### config.mk
export PLATFORM = sky130hd
export DESIGN_NAME = refcounted_key_polyphony_manager
export DESIGN_NICKNAME = d
export VERILOG_FILES = /design/src/rkpm_pkg.sv /design/src/rkpm_ram.sv /design/src/refcounted_key_polyphony_manager.sv
export SDC_FILE = /design/constraint.sdc
export NUM_CORES = 2
export LEC_CHECK = 0
export ABC_CLOCK_PERIOD_IN_PS = 8100
export BUFFER_PORTS_ARGS = -buffer_cell sky130_fd_sc_hd__buf_4
export CAP_MARGIN = 40
export CELL_PAD_IN_SITES_DETAIL_PLACEMENT = 1
export CELL_PAD_IN_SITES_GLOBAL_PLACEMENT = 2
export CORE_UTILIZATION = 47
export CTS_BUF_LIST = sky130_fd_sc_hd__clkbuf_4
export CTS_CLUSTER_DIAMETER = 30
export DETAILED_ROUTE_END_ITERATION = 6
export MAX_ROUTING_LAYER = met4
export PLACE_DENSITY_LB_ADDON = 0.1
export SKIP_LAST_GASP = 1
export SLEW_MARGIN = 20
export SYNTH_ARGS = -nofsm -noshare
export SYNTH_HDL_FRONTEND = slang
export SYNTH_SLANG_ARGS = --single-unit
### constraint.sdc
create_clock -name clk -period 8.1 [get_ports clk]
set_input_delay 0.405 -clock clk [delete_from_list [all_inputs] [get_ports clk]]
set_output_delay 0.405 -clock clk [all_outputs]
set_load 0.005 [all_outputs]
### src/rkpm_pkg.sv
`timescale 1ns / 1ps
`default_nettype none
// ----------------------------------------------------------------------------
// rkpm_pkg
// Shared widths, codes and types for the key polyphony manager.
// ----------------------------------------------------------------------------
package rkpm_pkg;

  localparam int ITEM_W  = 7;
  localparam int COUNT_W = 8;
  localparam int RANK_W  = 7;
  localparam int ACT_W   = 2;
  localparam int CFG_W   = 7;

  localparam logic [COUNT_W-1:0] COUNT_MAX  = 8'd255;
  localparam logic [RANK_W-1:0]  RANK_MAX   = 7'd127;
  localparam logic [CFG_W-1:0]   POLY_RESET = 7'd5;

  typedef enum logic [ACT_W-1:0] {
    ACT_SAME   = 2'd0,
    ACT_ON     = 2'd1,
    ACT_OFF    = 2'd2,
    ACT_REJECT = 2'd3
  } action_t;

  typedef enum logic [0:0] {
    REG_POLYPHONY   = 1'b0,
    REG_POLY_ENABLE = 1'b1
  } reg_index_t;

  // one table entry: request count and age rank of an item
  typedef struct packed {
    logic [COUNT_W-1:0] count;
    logic [RANK_W-1:0]  rank;
  } entry_t;

  typedef enum logic [2:0] {
    S_IDLE,
    S_READ,
    S_SWEEP,
    S_FINISH,
    S_STEAL
  } state_t;

endpackage
`default_nettype wire

### src/rkpm_ram.sv
`timescale 1ns / 1ps
`default_nettype none
// ----------------------------------------------------------------------------
// rkpm_ram
// Generic single-write, single-read RAM with registered read data.
// ----------------------------------------------------------------------------
module rkpm_ram #(
  parameter int WIDTH = 15,
  parameter int DEPTH = 64,
  localparam int AW = (DEPTH > 1) ? $clog2(DEPTH) : 1
) (
  input  wire logic             clk,
  input  wire logic             we,
  input  wire logic [AW-1:0]    waddr,
  input  wire logic [WIDTH-1:0] wdata,
  input  wire logic [AW-1:0]    raddr,
  output logic      [WIDTH-1:0] rdata
);

  logic [WIDTH-1:0] mem [DEPTH];

  always_ff @(posedge clk) begin
    if (we) begin
      mem[waddr] <= wdata;
    end
    rdata <= mem[raddr];
  end

endmodule
`default_nettype wire

### src/refcounted_key_polyphony_manager.sv
`timescale 1ns / 1ps
`default_nettype none
// ----------------------------------------------------------------------------
// refcounted_key_polyphony_manager
// Per-key request counting with oldest-key stealing under a polyphony limit.
//
//  channel  | handshake                 | payload
//  ---------+---------------------------+-----------------------------------
//  request  | start, busy               | item_number, request_on
//  result   | result_strobe             | item_id, action, request_count,
//           |                           | last_result
//  config   | cfg_write                 | cfg_index, cfg_data
//
// A rejected item returns its result in the cycle after start, busy stays low.
// A count-only change goes from IDLE through READ and back; a switch-on or
// a release of a ranked key in keys mode walks every table entry once
// through the single RAM port pair in SWEEP, then FINISH, and STEAL when a
// key is stolen. Reset clears the table through per-entry valid bits.
// The receiver cannot stall; each result is shown for one cycle.
// ----------------------------------------------------------------------------
module refcounted_key_polyphony_manager
  import rkpm_pkg::*;
#(
  parameter int NUM_ITEMS = 64
) (
  input  wire logic               clk,
  input  wire logic               rst,
  input  wire logic               start,
  output logic                    busy,
  input  wire logic [ITEM_W-1:0]  item_number,
  input  wire logic               request_on,
  output logic                    result_strobe,
  output logic      [ITEM_W-1:0]  item_id,
  output logic      [ACT_W-1:0]   action,
  output logic      [COUNT_W-1:0] request_count,
  output logic                    last_result,
  input  wire logic               cfg_write,
  input  wire logic [0:0]         cfg_index,
  input  wire logic [CFG_W-1:0]   cfg_data
);

  localparam int IDX_W   = (NUM_ITEMS > 1) ? $clog2(NUM_ITEMS) : 1;
  localparam int CNT_W   = $clog2(NUM_ITEMS + 1);
  localparam int ENTRY_W = COUNT_W + RANK_W;

  state_t state, state_next;

  logic [CFG_W-1:0] polyphony;
  logic             polyphony_enable;

  // latched request
  logic [ITEM_W-1:0] num_q;
  logic              on_q;
  logic [IDX_W-1:0]  idx_q;

  // sweep control
  logic              release_q;
  logic [RANK_W-1:0] rel_rank_q;
  logic [CNT_W-1:0]  sweep_addr;
  logic              pipe_vld;
  logic [IDX_W-1:0]  pipe_addr;
  logic              victim_found;
  logic [IDX_W-1:0]  victim_idx;
  logic [RANK_W-1:0] victim_rank;

  logic [NUM_ITEMS-1:0] valid_bits;
  logic                 rd_valid;

  logic               ram_we;
  logic [IDX_W-1:0]   ram_waddr;
  entry_t             ram_wdata;
  logic [IDX_W-1:0]   ram_raddr;
  logic [ENTRY_W-1:0] ram_rdata;

  logic               res_load;
  logic [ITEM_W-1:0]  res_id;
  action_t            res_act;
  logic [COUNT_W-1:0] res_cnt;
  logic               res_last;
  action_t            act_q;

  entry_t             cur;
  logic [IDX_W-1:0]   in_idx;
  logic               in_range;
  logic               accept;
  logic               sweep_go;
  logic [COUNT_W-1:0] cnt_dec;
  logic [COUNT_W-1:0] cnt_inc;
  logic [RANK_W-1:0]  sw_new;
  logic               sw_skip;
  logic               sw_take;
  logic               sweep_last;

  rkpm_ram #(
    .WIDTH (ENTRY_W),
    .DEPTH (NUM_ITEMS)
  ) u_table (
    .clk   (clk),
    .we    (ram_we),
    .waddr (ram_waddr),
    .wdata (ram_wdata),
    .raddr (ram_raddr),
    .rdata (ram_rdata)
  );

  // entries never written since reset read as zero
  assign cur      = rd_valid ? entry_t'(ram_rdata) : '0;
  assign in_idx   = IDX_W'(item_number - ITEM_W'(1));
  assign in_range = (item_number != '0) && (item_number <= ITEM_W'(NUM_ITEMS));
  assign busy     = (state != S_IDLE);
  assign accept   = start && !busy;

  assign cnt_dec = cur.count - COUNT_W'(1);
  assign cnt_inc = (cur.count == COUNT_MAX) ? cur.count : cur.count + COUNT_W'(1);

  assign sweep_go = polyphony_enable &&
                    (on_q ? (cur.count == '0)
                          : (cur.count == COUNT_W'(1) && cur.rank != '0));

  // one entry per cycle through the shared rank update
  always_comb begin
    if (release_q) begin
      sw_new = (cur.rank > rel_rank_q) ? cur.rank - RANK_W'(1) : cur.rank;
    end else begin
      sw_new = (cur.rank != '0 && cur.rank != RANK_MAX) ? cur.rank + RANK_W'(1)
                                                        : cur.rank;
    end
  end

  assign sw_skip    = (pipe_addr == idx_q);
  assign sw_take    = pipe_vld && !release_q && !sw_skip &&
                      (sw_new > RANK_W'(polyphony)) && (sw_new > victim_rank);
  assign sweep_last = pipe_vld && (pipe_addr == IDX_W'(NUM_ITEMS - 1));

  // next state
  always_comb begin
    state_next = state;
    case (state)
      S_IDLE: begin
        if (accept && in_range) state_next = S_READ;
      end
      S_READ: begin
        state_next = sweep_go ? S_SWEEP : S_IDLE;
      end
      S_SWEEP: begin
        if (sweep_last) state_next = S_FINISH;
      end
      S_FINISH: begin
        state_next = (!release_q && victim_found) ? S_STEAL : S_IDLE;
      end
      S_STEAL: begin
        state_next = S_IDLE;
      end
      default: state_next = S_IDLE;
    endcase
  end

  // outputs: table access and result
  always_comb begin
    ram_we    = 1'b0;
    ram_waddr = idx_q;
    ram_wdata = '0;
    ram_raddr = sweep_addr[IDX_W-1:0];
    res_load  = 1'b0;
    res_id    = num_q;
    res_act   = ACT_SAME;
    res_cnt   = '0;
    res_last  = 1'b1;
    case (state)
      S_IDLE: begin
        ram_raddr = in_idx;
        if (accept && !in_range) begin
          res_load = 1'b1;
          res_id   = item_number;
          res_act  = ACT_REJECT;
        end
      end
      S_READ: begin
        if (!sweep_go) begin
          res_load = 1'b1;
          if (!on_q) begin
            if (cur.count == '0) begin
              res_act = ACT_SAME;
            end else if (cur.count != COUNT_W'(1)) begin
              ram_we    = 1'b1;
              ram_wdata = '{count: cnt_dec, rank: cur.rank};
              res_cnt   = cnt_dec;
            end else begin
              ram_we  = 1'b1;
              res_act = ACT_OFF;
            end
          end else begin
            if (cur.count != '0) begin
              ram_we    = 1'b1;
              ram_wdata = '{count: cnt_inc, rank: cur.rank};
              res_cnt   = cnt_inc;
            end else begin
              // stops mode: no aging
              ram_we    = 1'b1;
              ram_wdata = '{count: COUNT_W'(1), rank: RANK_W'(1)};
              res_act   = ACT_ON;
              res_cnt   = COUNT_W'(1);
            end
          end
        end
      end
      S_SWEEP: begin
        ram_waddr = pipe_addr;
        ram_wdata = '{count: cur.count, rank: sw_new};
        ram_we    = pipe_vld && !sw_skip;
      end
      S_FINISH: begin
        ram_we   = 1'b1;
        res_load = 1'b1;
        if (release_q) begin
          res_act = ACT_OFF;
        end else begin
          ram_wdata = '{count: COUNT_W'(1), rank: RANK_W'(1)};
          res_act   = ACT_ON;
          res_cnt   = COUNT_W'(1);
          res_last  = !victim_found;
        end
      end
      S_STEAL: begin
        ram_we    = 1'b1;
        ram_waddr = victim_idx;
        res_load  = 1'b1;
        res_id    = ITEM_W'(victim_idx) + ITEM_W'(1);
        res_act   = ACT_OFF;
      end
      default: begin
        res_load = 1'b0;
      end
    endcase
  end

  // control registers
  always_ff @(posedge clk) begin
    if (rst) begin
      state            <= S_IDLE;
      polyphony        <= POLY_RESET;
      polyphony_enable <= 1'b1;
      valid_bits       <= '0;
      rd_valid         <= 1'b0;
      result_strobe    <= 1'b0;
      pipe_vld         <= 1'b0;
      sweep_addr       <= '0;
      victim_found     <= 1'b0;
      victim_rank      <= '0;
    end else begin
      state         <= state_next;
      result_strobe <= res_load;
      rd_valid      <= valid_bits[ram_raddr];
      if (ram_we) valid_bits[ram_waddr] <= 1'b1;
      if (cfg_write) begin
        case (cfg_index)
          REG_POLYPHONY:   polyphony        <= cfg_data;
          REG_POLY_ENABLE: polyphony_enable <= cfg_data[0];
          default:         polyphony        <= polyphony;
        endcase
      end
      if (state == S_READ && sweep_go) begin
        sweep_addr   <= '0;
        pipe_vld     <= 1'b0;
        victim_found <= 1'b0;
        victim_rank  <= '0;
      end else if (state == S_SWEEP) begin
        if (sweep_addr < CNT_W'(NUM_ITEMS)) begin
          sweep_addr <= sweep_addr + CNT_W'(1);
          pipe_vld   <= 1'b1;
        end else begin
          pipe_vld <= 1'b0;
        end
        if (sw_take) begin
          victim_found <= 1'b1;
          victim_rank  <= sw_new;
        end
      end
    end
  end

  // payload registers
  always_ff @(posedge clk) begin
    if (accept) begin
      num_q <= item_number;
      on_q  <= request_on;
      idx_q <= in_idx;
    end
    if (state == S_READ) begin
      release_q  <= !on_q;
      rel_rank_q <= cur.rank;
    end
    pipe_addr <= sweep_addr[IDX_W-1:0];
    if (sw_take) victim_idx <= pipe_addr;
    if (res_load) begin
      item_id       <= res_id;
      act_q         <= res_act;
      request_count <= res_cnt;
      last_result   <= res_last;
    end
  end

  assign action = act_q;

  // a non-final result is always followed by the stolen key going off
  a_steal_follows: assert property (@(posedge clk) disable iff (rst)
    result_strobe && !last_result |=>
      result_strobe && last_result && action == ACT_OFF)
    else $error("switch-on result not followed by forced-off result");

  // the sweep never rewrites the requested item's own entry
  a_sweep_skips_own: assert property (@(posedge clk) disable iff (rst)
    state == S_SWEEP && ram_we |-> ram_waddr != idx_q)
    else $error("sweep wrote the requested item");

  // sweep read and write-back never collide on one entry
  a_no_collision: assert property (@(posedge clk) disable iff (rst)
    state == S_SWEEP && ram_we |-> ram_waddr != ram_raddr)
    else $error("table read and write at the same entry");

  // a switched-on item reports count one
  a_on_count: assert property (@(posedge clk) disable iff (rst)
    result_strobe && action == ACT_ON |-> request_count == COUNT_W'(1))
    else $error("switch-on with count other than one");

  // a new item is only taken with no result pending
  a_accept_idle: assert property (@(posedge clk) disable iff (rst)
    start && !busy |-> state == S_IDLE && !pipe_vld)
    else $error("item accepted while sequencer active");

endmodule
`default_nettype wire

# Word-level counts from Yosys, hierarchy flattened
# Memories as Yosys holds them, arrays and structs flattened. A register that Yosys moved wholly into a read port is not among the register bits.
# Cells that the tools add are included.
# word_totals
ff_bits	145
latchBits	0
mem_bits_rw	960
romBits	0
input_bits	20
output_inout_bits	20
elab_cells	139
memories	1
# mem_list
memory	words	word_bits	rd	rd_clocked_by_memory_dff	write_ports	line	text
u_table.mem	64	15	1	1	1	rkpm_ram.sv:20	logic [WIDTH-1:0] mem [DEPTH];
# op_classes
n_addsub	7
mul	0
n_div	0
order_cmp	8
eq_ne	12
n_shift	0
n_mux	51
bitwise	3
reduce_logical	36
# op_table
cell	count
$mux 15	6
$or 64x64->64	1
$mux 8	7
$pmux 15 s3	1
$mux 7	4
$gt 7x7->1	3
$logic_and 1x1->1	16
$pmux 8 s2	1
$add 7x1->7 const B	2
$lt 6x7->1 const B	2
$mux 2	7
$pmux 7 s2	1
$reduce_bool 7->1	2
$mux 1	13
$pmux 3 s4	1
$pmux 6 s2	1
$reduce_and 2->1	5
$mux 3	3
$add 8x1->8 const B	1
$eq 8x1->1 const B	1
$eq 8x8->1 const B	1
$logic_not 8->1	1
$ne 8x1->1 const B	1
$pmux 2 s4	1
other kinds (24)	35

# Logic depth before layout (Yosys ltp)
# depth
word_depth	9
depth_mapped	23
mapped_depth_nobuf	18

# By module
# Synthesis repeated with hierarchy kept, for this count alone.
# unflattened
hier_cells	2498
hier_area_um2	44788.0
# modules_own_cells
module	n_inst	cells_per_inst	area_each_um2
rkpm_ram	1	1638	37189.4
refcounted_key_polyphony_manager	1	860	7598.5

# Worst setup path before layout
# OpenSTA, ideal clock, no wires.
# synth_path
path_type	flip-flop to flip-flop
start	register rd_valid
end	memory u_table.mem[0][6] (data pin)
setup_ns	0.741
arrival_time_ns	5.251
t_required_ns	7.359
slack_ns	2.108
path_stages_with_launch	15
synth_period_minus_slack_ns	5.992
path_cell_list	dfxtp_1 -> buf_2 -> buf_2 -> clkbuf_1 -> clkbuf_1 -> nand2_1 -> inv_1 -> ha_1 -> nand2_1 -> a221oi_1 -> o21ai_0 -> a21oi_1 -> and3_1 -> mux2i_1 -> a221oi_1
# synth_rtl
item	line	text
start, declared	refcounted_key_polyphony_manager.sv:67	logic rd_valid;
start signal, assigned	refcounted_key_polyphony_manager.sv:253	rd_valid <= valid_bits[ram_raddr];
end, declared	rkpm_ram.sv:20	

==> summary.md <==
• buffer levels on the longest clock path: 4
• Setup TNS: 0 ps
• effective utilization at floorplan: 47.50%
• overall power after layout: 12.97 mW
• class of the tightest hold or removal check: in2reg
• leading cell type in the layout, fill and taps excluded: sky130_fd_sc_hd__edfxtp_1
• Std-Cell Rows: 114
• ranking of synthesized cells by area: sky130_fd_sc_hd__edfxtp_1, sky130_fd_sc_hd__nand2_1, sky130_fd_sc_hd__dfxtp_1
• Period minus WS final: 5021 ps
• pin count of the biggest net entering global routing: 160
• number of gates given a new drive strength after cts: 0
• status: finished, violations left
• YS warnings: 0
• Die Height: 314.8 µm
• share of post-route cells with drive strength above 1: 17.61%
• H-tree depth: 5
• number of antenna violations at the first check in global routing: 5
• number of optimization iterations in the first detailed-route pass: 7
• number of instances in the synthesized netlist: 3608
• Met1 Wirelength: 62.09 mm
• final routed wire length divided by cell count: 26.74 µm
• final standard cell utilization of the core: 54.26%
• later-pin clock latency in the skew report: 1190 ps
• floorplan die width: 314.8 µm
• count of flip-flops with a built-in enable after synthesis: 1006
• root buffer selected by CTS: sky130_fd_sc_hd__clkbuf_4
• clock skew: 91.96 ps
• top-area cell type share of the netlist area: 65.67%
• remaining antenna violation count after routing: 0
• transition time at the pin with the least slew margin: 1017 ps
• Fill cells: 9827
• number of cells on the worst hold path: 5
• floorplan die area: 0.09912 mm²
• sum of routed wire length over all layers: 144.5 mm
• final setup fails: 0
• Syn-to-layout area delta: 14.25%
• cell accounting for the most synthesized area: sky130_fd_sc_hd__edfxtp_1
• placeable core region: 0.09685 mm²
• TritonCTS clock tree: yes
• number of distinct library cells after synthesis: 76
• final RePlAce weighted congestion: 0.8680
• via count of the first global-routing pass: 33620
• Final #Nets: 3956
• Async SR Flop Fraction: 0%
• max-slew violations: 0
• total grt overflow: 0
• FMAX: 199.2 MHz
• Port-buffer cells: 39
• Post-Place Setup Slack: 3174 ps
• number of top-level design ports: 40
• Max-Slew Margin vs Limit: 32.19%
• fraction of the yosys area taken by sequential cells: 70.63%
• number of hold-slack violations in the final timing report: 0
• crit path launch type: flop
• Iteration-0 DRC Markers: 2728
• # Post-CTS Setup Buffers: 0
• total number of clock tree sinks: 1120
• Worst EP arrival: 6060 ps
• data required time of the critical path: 9140 ps
• nature of the critical path endpoint: flop
• critical path type: reg2reg
• Post-Syn Area: 0.04600 mm²
• Total Routing Usage GR: 30.02%
• setup repair after global routing missed its margin: false
• met3 WL: 9.504 mm
• wire length of the first global-routing pass: 212.0 mm
• Worst Reg-to-Reg Cells: 19
• top_reg_cell synth: sky130_fd_sc_hd__edfxtp_1
• count of placed standard cells including taps: 4809
• number of register bits inferred by synthesis: 1120
• highest-count cells in the layout ignoring fill and taps: sky130_fd_sc_hd__edfxtp_1, sky130_fd_sc_hd__nand2_1, sky130_fd_sc_hd__clkbuf_4
• max-capacitance violation count: 0
• peak ir drop on the vdd network: 0.0001619 V
• detailed route wirelength on metal2: 69.73 mm
• Final HPWL DP: 82.21 mm
• total area of multi-input combinational cells: 0.01243 mm²
• number of buffers added by the clock tree synthesis step: 320
• static power due to leakage: 18.27 nW
• violated checks: DRC
• CTS clock-pin slew for the worst setup and hold paths: 70 ps
• number of remaining DRC errors: 12
• DR vias: 32490
• highest metal layer used by the detailed router: met4
• worst-path maximum fanout: 34
• filler-free cell count of the finished design: 5403
• Tcrit/Tclk final: 61.98%
• pwr/cell area: 246.8 mW/mm²
• post-synthesis average cell area: 12.75 µm²
• DR vias/cell: 6.014
• post-route setup slack: 3079 ps
• post-synthesis net count: 3655
• sequential cell area: 0.03249 mm²
[cells in the mapped netlist, drive strengths merged (31+ instances only)]
library cell	number
a311oi	92
nor2	118
o2bb2ai	55
a31oi	113
and3	132
nand2	844
a211oi	120
nand3	331
clkbuf	121
o21ai	31
dfxtp	114
edfxtp	1006
inv	49
a21oi	38
buf	126
[per-stage QoR]
step / hold slack (ps) / cell area, µm²
2_1_floorplan: 375.5 / 46000
3_3_place_gp: 412.7 / 47990
3_5_place_dp: 401.3 / 48110
4_1_cts: 9.376 / 52450
5_1_grt: 65.53 / 52550
6_report: 171.8 / 52560
[routing by layer]
| metal | up-vias | track usage [%] |
|---|---|---|
| li1 | 14430 | - |
| met1 | 16770 | 39.13 |
| met2 | 1083 | 47.05 |
| met3 | 215 | 6.098 |
| met4 | 0 | 9.940 |
| met5 | - | - |
[state kept, by name, summed over array words and instances, names as in the netlist, 6 cells and up]
name	flops
u_table.mem	960
u_table.rdata	15
sweep_addr	7
idx_q	6
rel_rank_q	7
request_count	8
num_q	7
valid_bits	64
item_id	7
pipe_addr	6
victim_idx	6
victim_rank	7
polyphony	7
[repair_timing]
item / in CTS / in global routing
hold buffers: 49 / 0
endpoints found under the setup margin: 0 / 0
endpoints found under the hold margin: 64 / 0
[critical path, cell delays in order, from the launching register on]
cell                       delay (ps)
sky130_fd_sc_hd__dfxtp_1          310
sky130_fd_sc_hd__buf_4            310
sky130_fd_sc_hd__nand2_1          160
sky130_fd_sc_hd__inv_1            260
sky130_fd_sc_hd__ha_1             230
sky130_fd_sc_hd__nand2_1           70
sky130_fd_sc_hd__a221oi_1         300
sky130_fd_sc_hd__o21ai_0          240
sky130_fd_sc_hd__a21oi_1          330
sky130_fd_sc_hd__o21ai_0          160
sky130_fd_sc_hd__a31oi_1          440
sky130_fd_sc_hd__inv_1            130
sky130_fd_sc_hd__ha_1             320
sky130_fd_sc_hd__nor2b_1          140
sky130_fd_sc_hd__o21ai_0           80
sky130_fd_sc_hd__a21oi_1          170
sky130_fd_sc_hd__o211ai_1         200
sky130_fd_sc_hd__nor3_2           640
sky130_fd_sc_hd__nand2_1          220
sky130_fd_sc_hd__o22ai_1          200
[worst paths after layout]
| path | startpoint | endpoint | slack, ps |
|---|---|---|---|
| worst max register to register | rd_valid | victim_rank[0] | 3080 |
| worst max-delay path | rd_valid | victim_rank[0] | 3080 |
| worst min-delay path | cfg_index | polyphony_enable | 170 |
| worst min register to register | sweep_addr[5] | pipe_addr[5] | 370 |
[cell type report]
type / count / share of cell area (%)
Sequential cell: 1120 / 61.82
Multi-Input combinational cell: 2189 / 23.64
Clock buffer: 448 / 6.399
Timing Repair Buffer: 226 / 3.771
Tap cell: 1276 / 3.038
Clock inverter: 83 / 0.9118
Inverter: 52 / 0.3714
Antenna cell: 9 / 0.04285
[kinds of logic (layout without fill, tap and decap cells)]
kind of cell,Yosys count,in the layout,share of synthesized area (%)
compound gates,606,606,10.03
other cells,0,9,0
simple gates,1505,1505,14.54
flops,1120,1120,70.63
buf+inv,299,809,2.894
fa+ha+maj,27,27,0.7344
mux,20,20,0.5794
xor+xnor,31,31,0.5903
[power breakdown]
| group | switching [mW] | internal, mW | leakage, nW |
|---|---|---|---|
| clock network | 2.34 | 2.70 | 2.31 |
| registers | 0.0696 | 6.33 | 9.81 |
| logic | 1.10 | 0.438 | 6.14 |
Note: power is estimated with default switching activity, not from simulation.
